==> src/hdl/lpp_pkg.sv <==
package lpp_pkg;

    localparam int THR_W      = 12;
    localparam int GAIN_W     = 20;
    localparam int LIMIT_W    = 15;
    localparam int CFG_IDX_W  = 3;
    localparam int CFG_DATA_W = 20;

    localparam int WSUM_W     = 7;
    localparam int FRAC_W     = 8;
    localparam int DIV_W      = WSUM_W - 1 + FRAC_W;
    localparam int DIVCNT_W   = $clog2(DIV_W);
    localparam int ERR_W      = 14;
    localparam int INTEG_W    = 16;
    localparam int INTS_W     = INTEG_W + 1;
    localparam int DERIV_W    = 15;
    localparam int MULB_W     = INTS_W;
    localparam int PROD_W     = GAIN_W + 1 + MULB_W;
    localparam int ACC_W      = PROD_W + 1;
    localparam int GAIN_FRAC  = 12;
    localparam int DRIVE_W    = 24;
    localparam int COUNT_W    = 4;

    localparam int DRIVE_MAX   = 8388607;
    localparam int DRIVE_MIN   = -8388608;
    localparam int SIX_ON_LINE = 6;
    localparam int ERR_MAX     = 6912;

    localparam logic [CFG_IDX_W-1:0] REG_THRESHOLD   = 3'd0;
    localparam logic [CFG_IDX_W-1:0] REG_GAIN_PROP   = 3'd1;
    localparam logic [CFG_IDX_W-1:0] REG_GAIN_INTEG  = 3'd2;
    localparam logic [CFG_IDX_W-1:0] REG_GAIN_DERIV  = 3'd3;
    localparam logic [CFG_IDX_W-1:0] REG_INTEG_LIMIT = 3'd4;

    localparam logic [THR_W-1:0]   RST_THRESHOLD   = 12'd500;
    localparam logic [GAIN_W-1:0]  RST_GAIN_PROP   = 20'd172032;
    localparam logic [GAIN_W-1:0]  RST_GAIN_INTEG  = 20'd16;
    localparam logic [GAIN_W-1:0]  RST_GAIN_DERIV  = 20'd532480;
    localparam logic [LIMIT_W-1:0] RST_INTEG_LIMIT = 15'd25600;

    localparam int STEP_W = 4;
    typedef logic [STEP_W-1:0] t_step;

    typedef enum logic [3:0] {
        OP_NOP,
        OP_LOAD,
        OP_SCAN,
        OP_DIV_INIT,
        OP_DIV_STEP,
        OP_ERR,
        OP_INTEG,
        OP_MUL_P,
        OP_MUL_I,
        OP_MUL_D,
        OP_MUL_ACC,
        OP_OUT
    } t_op;

    typedef enum logic [2:0] {
        COND_NEVER,
        COND_ALWAYS,
        COND_NO_IN,
        COND_SCAN_MORE,
        COND_DIV_MORE,
        COND_OUT_BUSY
    } t_cond;

    typedef struct packed {
        t_op   op;
        t_cond cond;
        t_step target;
    } t_uop;

    typedef struct packed {
        logic in_valid;
        logic scan_last;
        logic div_last;
        logic out_busy;
    } t_status;

    typedef struct packed {
        logic [THR_W-1:0]   threshold;
        logic [GAIN_W-1:0]  gain_prop;
        logic [GAIN_W-1:0]  gain_integ;
        logic [GAIN_W-1:0]  gain_deriv;
        logic [LIMIT_W-1:0] integ_limit;
    } t_cfg;

    localparam t_step STEP_LOAD     = 4'd0;
    localparam t_step STEP_SCAN     = 4'd1;
    localparam t_step STEP_DIV_INIT = 4'd2;
    localparam t_step STEP_DIV      = 4'd3;
    localparam t_step STEP_ERR      = 4'd4;
    localparam t_step STEP_INTEG    = 4'd5;
    localparam t_step STEP_MUL_P    = 4'd6;
    localparam t_step STEP_MUL_I    = 4'd7;
    localparam t_step STEP_MUL_D    = 4'd8;
    localparam t_step STEP_MUL_ACC  = 4'd9;
    localparam t_step STEP_OUT      = 4'd10;
    localparam t_step STEP_DONE     = 4'd11;

    function automatic t_uop ucode(input t_step step);
        t_uop w;
        unique case (step)
            STEP_LOAD:     w = '{OP_LOAD,     COND_NO_IN,     STEP_LOAD};
            STEP_SCAN:     w = '{OP_SCAN,     COND_SCAN_MORE, STEP_SCAN};
            STEP_DIV_INIT: w = '{OP_DIV_INIT, COND_NEVER,     STEP_LOAD};
            STEP_DIV:      w = '{OP_DIV_STEP, COND_DIV_MORE,  STEP_DIV};
            STEP_ERR:      w = '{OP_ERR,      COND_NEVER,     STEP_LOAD};
            STEP_INTEG:    w = '{OP_INTEG,    COND_NEVER,     STEP_LOAD};
            STEP_MUL_P:    w = '{OP_MUL_P,    COND_NEVER,     STEP_LOAD};
            STEP_MUL_I:    w = '{OP_MUL_I,    COND_NEVER,     STEP_LOAD};
            STEP_MUL_D:    w = '{OP_MUL_D,    COND_NEVER,     STEP_LOAD};
            STEP_MUL_ACC:  w = '{OP_MUL_ACC,  COND_NEVER,     STEP_LOAD};
            STEP_OUT:      w = '{OP_OUT,      COND_OUT_BUSY,  STEP_OUT};
            STEP_DONE:     w = '{OP_NOP,      COND_ALWAYS,    STEP_LOAD};
            default:       w = '{OP_NOP,      COND_ALWAYS,    STEP_LOAD};
        endcase
        return w;
    endfunction

    function automatic logic signed [WSUM_W-1:0] weight(input logic [3:0] idx);
        logic signed [WSUM_W-1:0] w;
        case (idx)
            4'd0:    w = WSUM_W'(27);
            4'd1:    w = WSUM_W'(17);
            4'd2:    w = WSUM_W'(10);
            4'd3:    w = WSUM_W'(6);
            4'd4:    w = WSUM_W'(-6);
            4'd5:    w = WSUM_W'(-10);
            4'd6:    w = WSUM_W'(-17);
            4'd7:    w = WSUM_W'(-27);
            default: w = '0;
        endcase
        return w;
    endfunction

endpackage

==> src/hdl/lpp_in_if.sv <==
interface lpp_in_if #(
    parameter int NUM_SENSORS = 8,
    parameter int SAMPLE_BITS = 12
) ();
    logic                                    valid;
    logic                                    ready;
    logic [NUM_SENSORS-1:0][SAMPLE_BITS-1:0] sample;

    modport source (output valid, output sample, input ready);
    modport sink (input valid, input sample, output ready);
endinterface

==> src/hdl/lpp_out_if.sv <==
interface lpp_out_if import lpp_pkg::*; ();
    logic                      valid;
    logic                      ready;
    logic signed [DRIVE_W-1:0] drive;
    logic signed [ERR_W-1:0]   line_error;
    logic [COUNT_W-1:0]        on_line_count;

    modport source (output valid, output drive, output line_error, output on_line_count,
                    input ready);
    modport sink (input valid, input drive, input line_error, input on_line_count,
                  output ready);
endinterface

==> src/hdl/lpp_seq.sv <==
module lpp_seq import lpp_pkg::*; (
    input  logic    i_clk,
    input  logic    i_rst_n,
    input  t_status i_status,
    output t_uop    o_uop
);

    t_step r_step;
    t_step n_step;
    t_uop  uop;
    logic  taken;

    always_comb begin
        uop = ucode(r_step);
        case (uop.cond)
            COND_NEVER:     taken = 1'b0;
            COND_ALWAYS:    taken = 1'b1;
            COND_NO_IN:     taken = !i_status.in_valid;
            COND_SCAN_MORE: taken = !i_status.scan_last;
            COND_DIV_MORE:  taken = !i_status.div_last;
            COND_OUT_BUSY:  taken = i_status.out_busy;
            default:        taken = 1'b1;
        endcase
        n_step = taken ? uop.target : r_step + 1'b1;
    end

    always_ff @(posedge i_clk) begin
        if (!i_rst_n) begin
            r_step <= STEP_LOAD;
        end else begin
            r_step <= n_step;
        end
    end

    assign o_uop = uop;

endmodule

==> src/hdl/lpp_datapath.sv <==
module lpp_datapath import lpp_pkg::*; #(
    parameter int NUM_SENSORS = 8,
    parameter int SAMPLE_BITS = 12
) (
    input  logic      i_clk,
    input  logic      i_rst_n,
    input  t_uop      i_uop,
    input  t_cfg      i_cfg,
    output t_status   o_status,
    lpp_in_if.sink    i_line,
    lpp_out_if.source o_pid
);

    localparam int IDX_W = $clog2(NUM_SENSORS);
    localparam int CNT_W = $clog2(NUM_SENSORS + 1);
    localparam int REM_W = CNT_W + 1;
    localparam int CMP_W = (SAMPLE_BITS > THR_W) ? SAMPLE_BITS : THR_W;
    localparam logic signed [ACC_W-1:0] ACC_HI = ACC_W'(DRIVE_MAX);
    localparam logic signed [ACC_W-1:0] ACC_LO = ACC_W'(DRIVE_MIN);

    logic [NUM_SENSORS-1:0][SAMPLE_BITS-1:0] r_samples;
    logic [IDX_W-1:0]                        r_idx;
    logic [CNT_W-1:0]                        r_count;
    logic signed [WSUM_W-1:0]                r_wsum;
    logic                                    r_neg;
    logic [DIV_W-1:0]                        r_quo;
    logic [REM_W-1:0]                        r_rem;
    logic [DIVCNT_W-1:0]                     r_divcnt;
    logic signed [ERR_W-1:0]                 r_err;
    logic signed [INTEG_W-1:0]               r_integ_sum;
    logic signed [ERR_W-1:0]                 r_prev_err;
    logic signed [DERIV_W-1:0]               r_deriv;
    logic signed [PROD_W-1:0]                r_prod;
    logic signed [ACC_W-1:0]                 r_acc;
    logic                                    r_out_valid;
    logic signed [DRIVE_W-1:0]               r_drive;
    logic signed [ERR_W-1:0]                 r_line_err;
    logic [COUNT_W-1:0]                      r_on_count;

    logic                      in_xfer;
    logic                      out_busy;
    logic                      hit;
    logic [WSUM_W-1:0]         wsum_mag;
    logic [REM_W-1:0]          trial;
    logic                      trial_ge;
    logic                      err_zero;
    logic signed [INTS_W-1:0]  integ_add;
    logic signed [INTS_W-1:0]  lim_pos;
    logic signed [INTS_W-1:0]  lim_neg;
    logic signed [INTEG_W-1:0] integ_next;
    logic [GAIN_W-1:0]         mult_a;
    logic signed [MULB_W-1:0]  mult_b;
    logic signed [PROD_W-1:0]  mult_p;
    logic signed [ACC_W-1:0]   acc_shr;
    logic signed [DRIVE_W-1:0] drive_sat;

    assign in_xfer  = i_line.valid && i_line.ready;
    assign out_busy = r_out_valid && !o_pid.ready;

    assign i_line.ready = (i_uop.op == OP_LOAD);

    assign o_status.in_valid  = i_line.valid;
    assign o_status.scan_last = (r_idx == IDX_W'(NUM_SENSORS - 1));
    assign o_status.div_last  = (r_divcnt == DIVCNT_W'(DIV_W - 1));
    assign o_status.out_busy  = out_busy;

    assign hit = CMP_W'(r_samples[r_idx]) <= CMP_W'(i_cfg.threshold);

    assign wsum_mag = r_wsum[WSUM_W-1] ? WSUM_W'(-r_wsum) : WSUM_W'(r_wsum);
    assign trial    = {r_rem[CNT_W-1:0], r_quo[DIV_W-1]};
    assign trial_ge = trial >= REM_W'(r_count);
    assign err_zero = (r_count == '0) || (int'(r_count) == SIX_ON_LINE);

    assign integ_add = INTS_W'(r_integ_sum) + INTS_W'(r_err);
    assign lim_pos   = $signed(INTS_W'(i_cfg.integ_limit));
    assign lim_neg   = -lim_pos;

    always_comb begin
        if (integ_add > lim_pos) begin
            integ_next = INTEG_W'(lim_pos);
        end else if (integ_add < lim_neg) begin
            integ_next = INTEG_W'(lim_neg);
        end else begin
            integ_next = INTEG_W'(integ_add);
        end
    end

    always_comb begin
        case (i_uop.op)
            OP_MUL_P: begin
                mult_a = i_cfg.gain_prop;
                mult_b = MULB_W'(r_err);
            end
            OP_MUL_I: begin
                mult_a = i_cfg.gain_integ;
                mult_b = MULB_W'(r_integ_sum);
            end
            OP_MUL_D: begin
                mult_a = i_cfg.gain_deriv;
                mult_b = MULB_W'(r_deriv);
            end
            default: begin
                mult_a = '0;
                mult_b = '0;
            end
        endcase
    end

    assign mult_p = $signed({1'b0, mult_a}) * mult_b;

    assign acc_shr = r_acc >>> GAIN_FRAC;

    always_comb begin
        if (acc_shr > ACC_HI) begin
            drive_sat = DRIVE_W'(ACC_HI);
        end else if (acc_shr < ACC_LO) begin
            drive_sat = DRIVE_W'(ACC_LO);
        end else begin
            drive_sat = DRIVE_W'(acc_shr);
        end
    end

    always_ff @(posedge i_clk) begin
        if (!i_rst_n) begin
            r_integ_sum <= '0;
            r_prev_err  <= '0;
            r_out_valid <= 1'b0;
        end else begin
            if (i_uop.op == OP_INTEG) begin
                r_integ_sum <= integ_next;
                r_prev_err  <= r_err;
            end
            if (i_uop.op == OP_OUT && !out_busy) begin
                r_out_valid <= 1'b1;
            end else if (o_pid.ready) begin
                r_out_valid <= 1'b0;
            end
        end
    end

    always_ff @(posedge i_clk) begin
        unique case (i_uop.op)
            OP_LOAD: begin
                if (in_xfer) begin
                    r_samples <= i_line.sample;
                    r_idx     <= '0;
                    r_count   <= '0;
                    r_wsum    <= '0;
                end
            end
            OP_SCAN: begin
                r_idx <= r_idx + 1'b1;
                if (hit) begin
                    r_count <= r_count + 1'b1;
                    r_wsum  <= r_wsum + weight(4'(r_idx));
                end
            end
            OP_DIV_INIT: begin
                r_neg    <= r_wsum[WSUM_W-1];
                r_quo    <= {wsum_mag[WSUM_W-2:0], FRAC_W'(0)};
                r_rem    <= '0;
                r_divcnt <= '0;
            end
            OP_DIV_STEP: begin
                r_divcnt <= r_divcnt + 1'b1;
                r_quo    <= {r_quo[DIV_W-2:0], trial_ge};
                r_rem    <= trial_ge ? trial - REM_W'(r_count) : trial;
            end
            OP_ERR: begin
                if (err_zero) begin
                    r_err <= '0;
                end else begin
                    r_err <= r_neg ? -$signed(r_quo) : $signed(r_quo);
                end
            end
            OP_INTEG: begin
                r_deriv <= DERIV_W'(r_err) - DERIV_W'(r_prev_err);
            end
            OP_MUL_P: begin
                r_prod <= mult_p;
            end
            OP_MUL_I: begin
                r_prod <= mult_p;
                r_acc  <= ACC_W'(r_prod);
            end
            OP_MUL_D: begin
                r_prod <= mult_p;
                r_acc  <= r_acc + ACC_W'(r_prod);
            end
            OP_MUL_ACC: begin
                r_acc <= r_acc + ACC_W'(r_prod);
            end
            OP_OUT: begin
                if (!out_busy) begin
                    r_drive    <= drive_sat;
                    r_line_err <= r_err;
                    r_on_count <= COUNT_W'(r_count);
                end
            end
            default: begin
            end
        endcase
    end

    assign o_pid.valid         = r_out_valid;
    assign o_pid.drive         = r_drive;
    assign o_pid.line_error    = r_line_err;
    assign o_pid.on_line_count = r_on_count;

`ifndef SYNTHESIS
    a_out_after_out_step: assert property (@(posedge i_clk) disable iff (!i_rst_n)
        $rose(r_out_valid) |-> $past(i_uop.op == OP_OUT))
        else $error("result raised outside the output step");

    a_integ_clamped: assert property (@(posedge i_clk) disable iff (!i_rst_n)
        $past(i_uop.op == OP_INTEG) |->
            (INTS_W'(r_integ_sum) <= $signed(INTS_W'($past(i_cfg.integ_limit))) &&
             INTS_W'(r_integ_sum) >= -$signed(INTS_W'($past(i_cfg.integ_limit)))))
        else $error("integral outside its limit");

    a_err_range: assert property (@(posedge i_clk) disable iff (!i_rst_n)
        $past(i_uop.op == OP_ERR) |-> (int'(r_err) <= ERR_MAX && int'(r_err) >= -ERR_MAX))
        else $error("line error out of range");
`endif

endmodule

==> src/hdl/line_position_pid_unit.sv <==
// channel   dir  payload                                  transfer when
// i_line    in   sample[NUM_SENSORS] x SAMPLE_BITS        valid && ready
// o_pid     out  drive, line_error, on_line_count         valid && ready
// cfg       in   i_cfg_idx, i_cfg_data                    i_cfg_we
//
// one item runs through these steps in order: load, one scan step per sensor, divider
// setup plus 14 restoring steps, error, integral, three products and an add on the one
// shared multiplier, the result step and a closing step
// reset clears step counter, integral, previous error, output valid; config to defaults
// a stalled output holds the sequencer at its result step; the next input is taken while
// a finished result still waits
module line_position_pid_unit import lpp_pkg::*; #(
    parameter int NUM_SENSORS = 8,
    parameter int SAMPLE_BITS = 12
) (
    input  logic                  i_clk,
    input  logic                  i_rst_n,
    input  logic                  i_cfg_we,
    input  logic [CFG_IDX_W-1:0]  i_cfg_idx,
    input  logic [CFG_DATA_W-1:0] i_cfg_data,
    lpp_in_if.sink                i_line,
    lpp_out_if.source             o_pid
);

    t_cfg    r_cfg;
    t_uop    uop;
    t_status status;

    always_ff @(posedge i_clk) begin
        if (!i_rst_n) begin
            r_cfg.threshold   <= RST_THRESHOLD;
            r_cfg.gain_prop   <= RST_GAIN_PROP;
            r_cfg.gain_integ  <= RST_GAIN_INTEG;
            r_cfg.gain_deriv  <= RST_GAIN_DERIV;
            r_cfg.integ_limit <= RST_INTEG_LIMIT;
        end else if (i_cfg_we) begin
            unique case (i_cfg_idx)
                REG_THRESHOLD:   r_cfg.threshold   <= i_cfg_data[THR_W-1:0];
                REG_GAIN_PROP:   r_cfg.gain_prop   <= i_cfg_data[GAIN_W-1:0];
                REG_GAIN_INTEG:  r_cfg.gain_integ  <= i_cfg_data[GAIN_W-1:0];
                REG_GAIN_DERIV:  r_cfg.gain_deriv  <= i_cfg_data[GAIN_W-1:0];
                REG_INTEG_LIMIT: r_cfg.integ_limit <= i_cfg_data[LIMIT_W-1:0];
                default: begin
                end
            endcase
        end
    end

    lpp_seq u_seq (
        .i_clk    (i_clk),
        .i_rst_n  (i_rst_n),
        .i_status (status),
        .o_uop    (uop)
    );

    lpp_datapath #(
        .NUM_SENSORS (NUM_SENSORS),
        .SAMPLE_BITS (SAMPLE_BITS)
    ) u_datapath (
        .i_clk    (i_clk),
        .i_rst_n  (i_rst_n),
        .i_uop    (uop),
        .i_cfg    (r_cfg),
        .o_status (status),
        .i_line   (i_line),
        .o_pid    (o_pid)
    );

endmodule
==> src/flat_wrapper.sv <==
// flat-port wrapper written by rule: the top's interface ports become plain ports
module line_position_pid_unit_flat import lpp_pkg::*;
#(
    parameter int NUM_SENSORS = 8,
    parameter int SAMPLE_BITS = 12
)
  (i_clk, i_rst_n, i_cfg_we, i_cfg_idx, i_cfg_data, i_line_valid, i_line_sample, i_line_ready, o_pid_valid, o_pid_drive, o_pid_line_error, o_pid_on_line_count, o_pid_ready);
  lpp_in_if #(.NUM_SENSORS(NUM_SENSORS), .SAMPLE_BITS(SAMPLE_BITS)) i_line_i ();
  lpp_out_if o_pid_i ();
  input  logic i_clk;
  input  logic i_rst_n;
  input  logic i_cfg_we;
  input  logic [CFG_IDX_W-1:0] i_cfg_idx;
  input  logic [CFG_DATA_W-1:0] i_cfg_data;
  input wire logic [$bits(i_line_i.valid)-1:0] i_line_valid;
  input wire logic [$bits(i_line_i.sample)-1:0] i_line_sample;
  output wire logic [$bits(i_line_i.ready)-1:0] i_line_ready;
  output wire logic [$bits(o_pid_i.valid)-1:0] o_pid_valid;
  output wire logic [$bits(o_pid_i.drive)-1:0] o_pid_drive;
  output wire logic [$bits(o_pid_i.line_error)-1:0] o_pid_line_error;
  output wire logic [$bits(o_pid_i.on_line_count)-1:0] o_pid_on_line_count;
  input wire logic [$bits(o_pid_i.ready)-1:0] o_pid_ready;
  assign i_line_i.valid = i_line_valid;
  assign i_line_i.sample = i_line_sample;
  assign i_line_ready = i_line_i.ready;
  assign o_pid_valid = o_pid_i.valid;
  assign o_pid_drive = o_pid_i.drive;
  assign o_pid_line_error = o_pid_i.line_error;
  assign o_pid_on_line_count = o_pid_i.on_line_count;
  assign o_pid_i.ready = o_pid_ready;
  line_position_pid_unit #(.NUM_SENSORS(NUM_SENSORS), .SAMPLE_BITS(SAMPLE_BITS)) u_core (.i_clk(i_clk), .i_rst_n(i_rst_n), .i_cfg_we(i_cfg_we), .i_cfg_idx(i_cfg_idx), .i_cfg_data(i_cfg_data), .i_line(i_line_i), .o_pid(o_pid_i));
endmodule
==> config.mk <==
export PLATFORM = sky130hd
export DESIGN_NAME = line_position_pid_unit_flat
export DESIGN_NICKNAME = d
export VERILOG_FILES = /design/src/hdl/lpp_pkg.sv /design/src/hdl/lpp_in_if.sv /design/src/hdl/lpp_out_if.sv /design/src/hdl/lpp_seq.sv /design/src/hdl/lpp_datapath.sv /design/src/hdl/line_position_pid_unit.sv /design/src/flat_wrapper.sv
export SDC_FILE = /design/constraint.sdc
export NUM_CORES = 2
export LEC_CHECK = 0
export ABC_AREA = 1
export BUFFER_PORTS_ARGS = -buffer_cell sky130_fd_sc_hd__buf_2
export CORE_UTILIZATION = 29
export DETAILED_ROUTE_END_ITERATION = 8
export PLACE_DENSITY = 0.52
export SYNTH_ARGS = -nofsm -noshare
export SYNTH_HDL_FRONTEND = slang
export SYNTH_HIERARCHICAL = 1
export SYNTH_SLANG_ARGS = --single-unit
==> constraint.sdc <==
create_clock -name i_clk -period 5.7 [get_ports i_clk]
set_input_delay 0.285 -clock i_clk [delete_from_list [all_inputs] [get_ports i_clk]]
set_output_delay 0.285 -clock i_clk [all_outputs]
set_load 0.03 [all_outputs]
==> results.txt <==
----------------------------------------------------
[Layout]
  Net total in the final layout ... 5532
  Cell Count, Final, Fillers Out ... between 6000 and 7000
  Area of the multi-input gates ... around 0.021 mm2
  Layout cell share with drive strength beyond 1 ... between 10% and 20%
  FF+latch area ... between 0.01 and 0.015 mm2
  Number of fillers in the final layout ... approximately 12000
  Core utilization of the finished layout ... a little under two fifths
  P&R area growth vs syn ... 25.6%

[Worst setup path]
  R2r startpoint ... u_core/u_seq/o_uop[10]$_DFF_P_
  Critical path startpoint category ... flop
  Endpoint arrival time on the critical path ... around 6.7 ns
  Endpoint of the worst register-to-register path ... u_core/u_datapath/r_prod[30]$_DFFE_PP_
  Required @ worst endpoint ... roughly 6.1 ns
  CP max-delay cell ... fa_1
  CP endpoint kind ... flop
  Number of cell instances on the worst register-to-register path ... 30
  Setup CP Type ... flop to flop
  Top cell by count, worst path ... fa_1
  Register-to-register path setup slack ... -0.57 ns
  Max incr delay on CP ... 0.53 ns
  CP Max Fanout ... 12

[Clocking]
  Worst-path clk slew ... about 0.060 ns
  Maximum clock path buffer count ... 3
  CTS buffer count ... 48
  Latest clock arrival within the worst-skew pair ... 0.63 ns
  Sinks on the clock net ... ~420
  Htree depth ... 2
  Root cell of the clock tree ... clkbuf_16
  TritonCTS clock tree ... yes

[Drt]
  Total Routed Length ... between 90 and 100 mm
  Via/cell ratio ... 4.47
  Number of vias in the routed layout ... a little under 30000
  Post-route DRC ... 0
  Average wire length per cell after detail routing ... between 15 and 20 um
  Initial DRT Pass Iterations ... 7
  Starting DRT DRC Count ... approximately 1400
  Count of antenna-violating nets left after detailed routing ... 0

[Hold path]
  Hold path startpoint ... i_cfg_data[18]
  Hold Crit Class ... input pin to flop
  Hold depth ... 5
  End of the worst hold path ... u_core/r_cfg[73]$_SDFFE_PN0P_

[Die]
  Placement row count ... between 100 and 150
  I/O pins ... 168
  Initial Utilization ... about 29%
  Die height ... ~350 um
  Core area ... 0.120 mm2
  Die outline width ... 350 um
  Die Area ... ~0.12 mm2

[Pwr]
  Pwr Total ... between 10000 and 15000 uW
  Standby leakage power ... 0.0219 uW
  Power density cells ... 316 mW/mm2
  Max IR drop VDD ... around 0.00034 V

[STA]
  Post-layout min period ... 6.27 ns
  RSZ-0062 raised after global routing ... yes
  Highest attainable clock frequency ... between 150 and 200 MHz
  Worst Tran Pin Value ... between 1 and 1.5 ns
  Setup violations, final ... 27
  Fin. Hold Viols ... 0
  Slew headroom ... a little over a fifth
  Final worst-path setup slack ... -0.575 ns
  Post-route clock skew ... between 0.04 and 0.05 ns
  Final Cycle Share ... 110%
  Final Max Tran Viols ... 0

[Synth]
  Mean instance size in the synthesized netlist ... roughly 8.0 um2
  Synthesized area ... between 0.03 and 0.04 mm2
  Net count after synthesis ... 5032
  Number of warning messages in the yosys log ... 6
  Post-Syn Instances ... 4366

[GRT]
  Antenna violations before repair ... 13
  Global-route wire length before repair ... roughly 160 mm
  Total overflow reported by the global router ... 0
  Largest net degree at the start of global routing ... 67
  Total global-route track usage ... between 10% and 20%
  Number of global-route vias before repair ... between 20000 and 30000

[Placed design]
  IO Port Bufs ... between 150 and 200
  Last weighted congestion value of the routability-driven placer ... 0.904
  Total instance count after detailed placement ... between 6000 and 7000
  Post-DP HPWL ... 77.5 mm

[Status]
  Status ... finished with violations
  Violations in the final reports ... setup timing

[Run]
  Number of max-cap violations ... 0

----------------------------------------------------
==> metrics by stage <==
| step | cell area, um2 | TNS, ns | worst slack, ns | hold WS (ns) |
|---|---|---|---|---|
| floorplan | 35800 | -1.89 | -0.164 | 0.384 |
| global placement | 40100 | -17.23 | -0.804 | 0.445 |
| detailed placement | 40100 | -17.64 | -0.815 | 0.452 |
| CTS | 43600 | -11.69 | -0.576 | 0.00713 |
| global route | 44000 | -18.44 | -0.823 | 0.0672 |
| finish | 44000 | -11.33 | -0.575 | 0.0351 |
==> sequential cells by signal, summed over array words and instances, names as in the netlist, 7 cells and up, named ones only <==
| signal | flops |
|---|---|
| u_core/r_cfg | 87 |
| u_core/u_datapath/o_pid.drive | 24 |
| u_core/u_datapath/o_pid.line_error | 14 |
| u_core/u_datapath/r_acc | 39 |
| u_core/u_datapath/r_deriv | 15 |
| u_core/u_datapath/r_err | 14 |
| u_core/u_datapath/r_integ_sum | 16 |
| u_core/u_datapath/r_prev_err | 14 |
| u_core/u_datapath/r_prod | 38 |
| u_core/u_datapath/r_quo | 14 |
| u_core/u_datapath/r_samples | 96 |
| u_core/u_datapath/r_wsum | 7 |
| u_core/u_seq/o_uop | 9 |
==> worst max-delay path, delay by kind of cell, from the launching register on <==
kind                       cells  cell delay [ns]
and+or+nand+nor                7             0.51
AOI/OAI and AO/OA              3             0.72
adders and majority gates      7             3.22
buffers and inverters         12             1.07
xor gates and xnor gates       1             0.14
DFF                            1             0.33
==> power breakdown <==
part	switching [uW]	internal (uW)	leakage, uW
Combinational	3910	2200	0.0174
Sequential	366	4180	0.00374
Clock	1330	1960	0.000811
==> what timing repair did <==
action | in CTS | in global routing
cloned | 4 | 0
gates resized for setup | 126 | 74
setup endpoints to repair | 29 | 29
setup buffers | 24 | 12
hold buffers | 110 | 0
endpoints found under the hold margin | 115 | 0
pin swaps | 31 | 26
==> placed cells by master (no fill, tap or decap), types with 21 or more instances in the layout <==
cell,n
nand2_1,961
xor2_1,55
a21oi_1,153
nand2_4,23
dlygate4sd3_1,110
inv_2,44
edfxtp_1,281
a31oi_1,29
nor3_1,37
inv_1,809
dfxtp_1,133
buf_4,272
nor2_2,25
nand2_2,44
buf_2,166
buf_12,25
nor2_1,419
xnor2_1,29
o21ai_0,181
fa_1,263
nand3_2,22
a21oi_2,29
clkbuf_16,48
ha_4,21
nand3_1,193
ha_1,247
==> per-layer routing <==
layer	vias to the layer above	track usage, %	share of wire (%)
met1	13731	20.4	45
met4	20	3.97	2.4
met3	131	2.41	4.3
li1	14701	-	-
met2	537	28.7	48
met5	-	0	0.12
==> worst max-delay path by stage <==
| stage | cells after the start | startpoint | slack, ns | end |
|---|---|---|---|---|
| floorplan | 30 | u_core/u_seq/o_uop[10]$_DFF_P_ | -0.16 | u_core/u_datapath/r_prod[30]$_DFFE_PP_ |
| global placement | 28 | u_core/u_seq/o_uop[7]$_DFF_P_ | -0.80 | u_core/u_datapath/r_prod[34]$_DFFE_PP_ |
| detailed placement | 27 | u_core/u_seq/o_uop[10]$_DFF_P_ | -0.81 | u_core/u_datapath/r_prod[30]$_DFFE_PP_ |
| CTS | 30 | u_core/u_seq/o_uop[7]$_DFF_P_ | -0.58 | u_core/u_datapath/r_prod[30]$_DFFE_PP_ |
| global route | 31 | u_core/u_seq/o_uop[10]$_DFF_P_ | -0.82 | u_core/u_datapath/r_prod[23]$_DFFE_PP_ |
| finish | 30 | u_core/u_seq/o_uop[10]$_DFF_P_ | -0.57 | u_core/u_datapath/r_prod[30]$_DFFE_PP_ |
==> area by class of cell <==
type | count | area share [%]
Sequential cell | 418 | 25.4
Inverter | 864 | 7.44
Clock buffer | 57 | 2.87
Timing Repair Buffer | 594 | 10.8
Timing Repair inverter | 1 | 0.0171
Tap cell | 1612 | 4.58
Clock inverter | 29 | 0.898
Multi-Input combinational cell | 2939 | 48.0
Antenna cell | 3 | 0.0171
No activity file was read; power rests on OpenSTA's default activity.
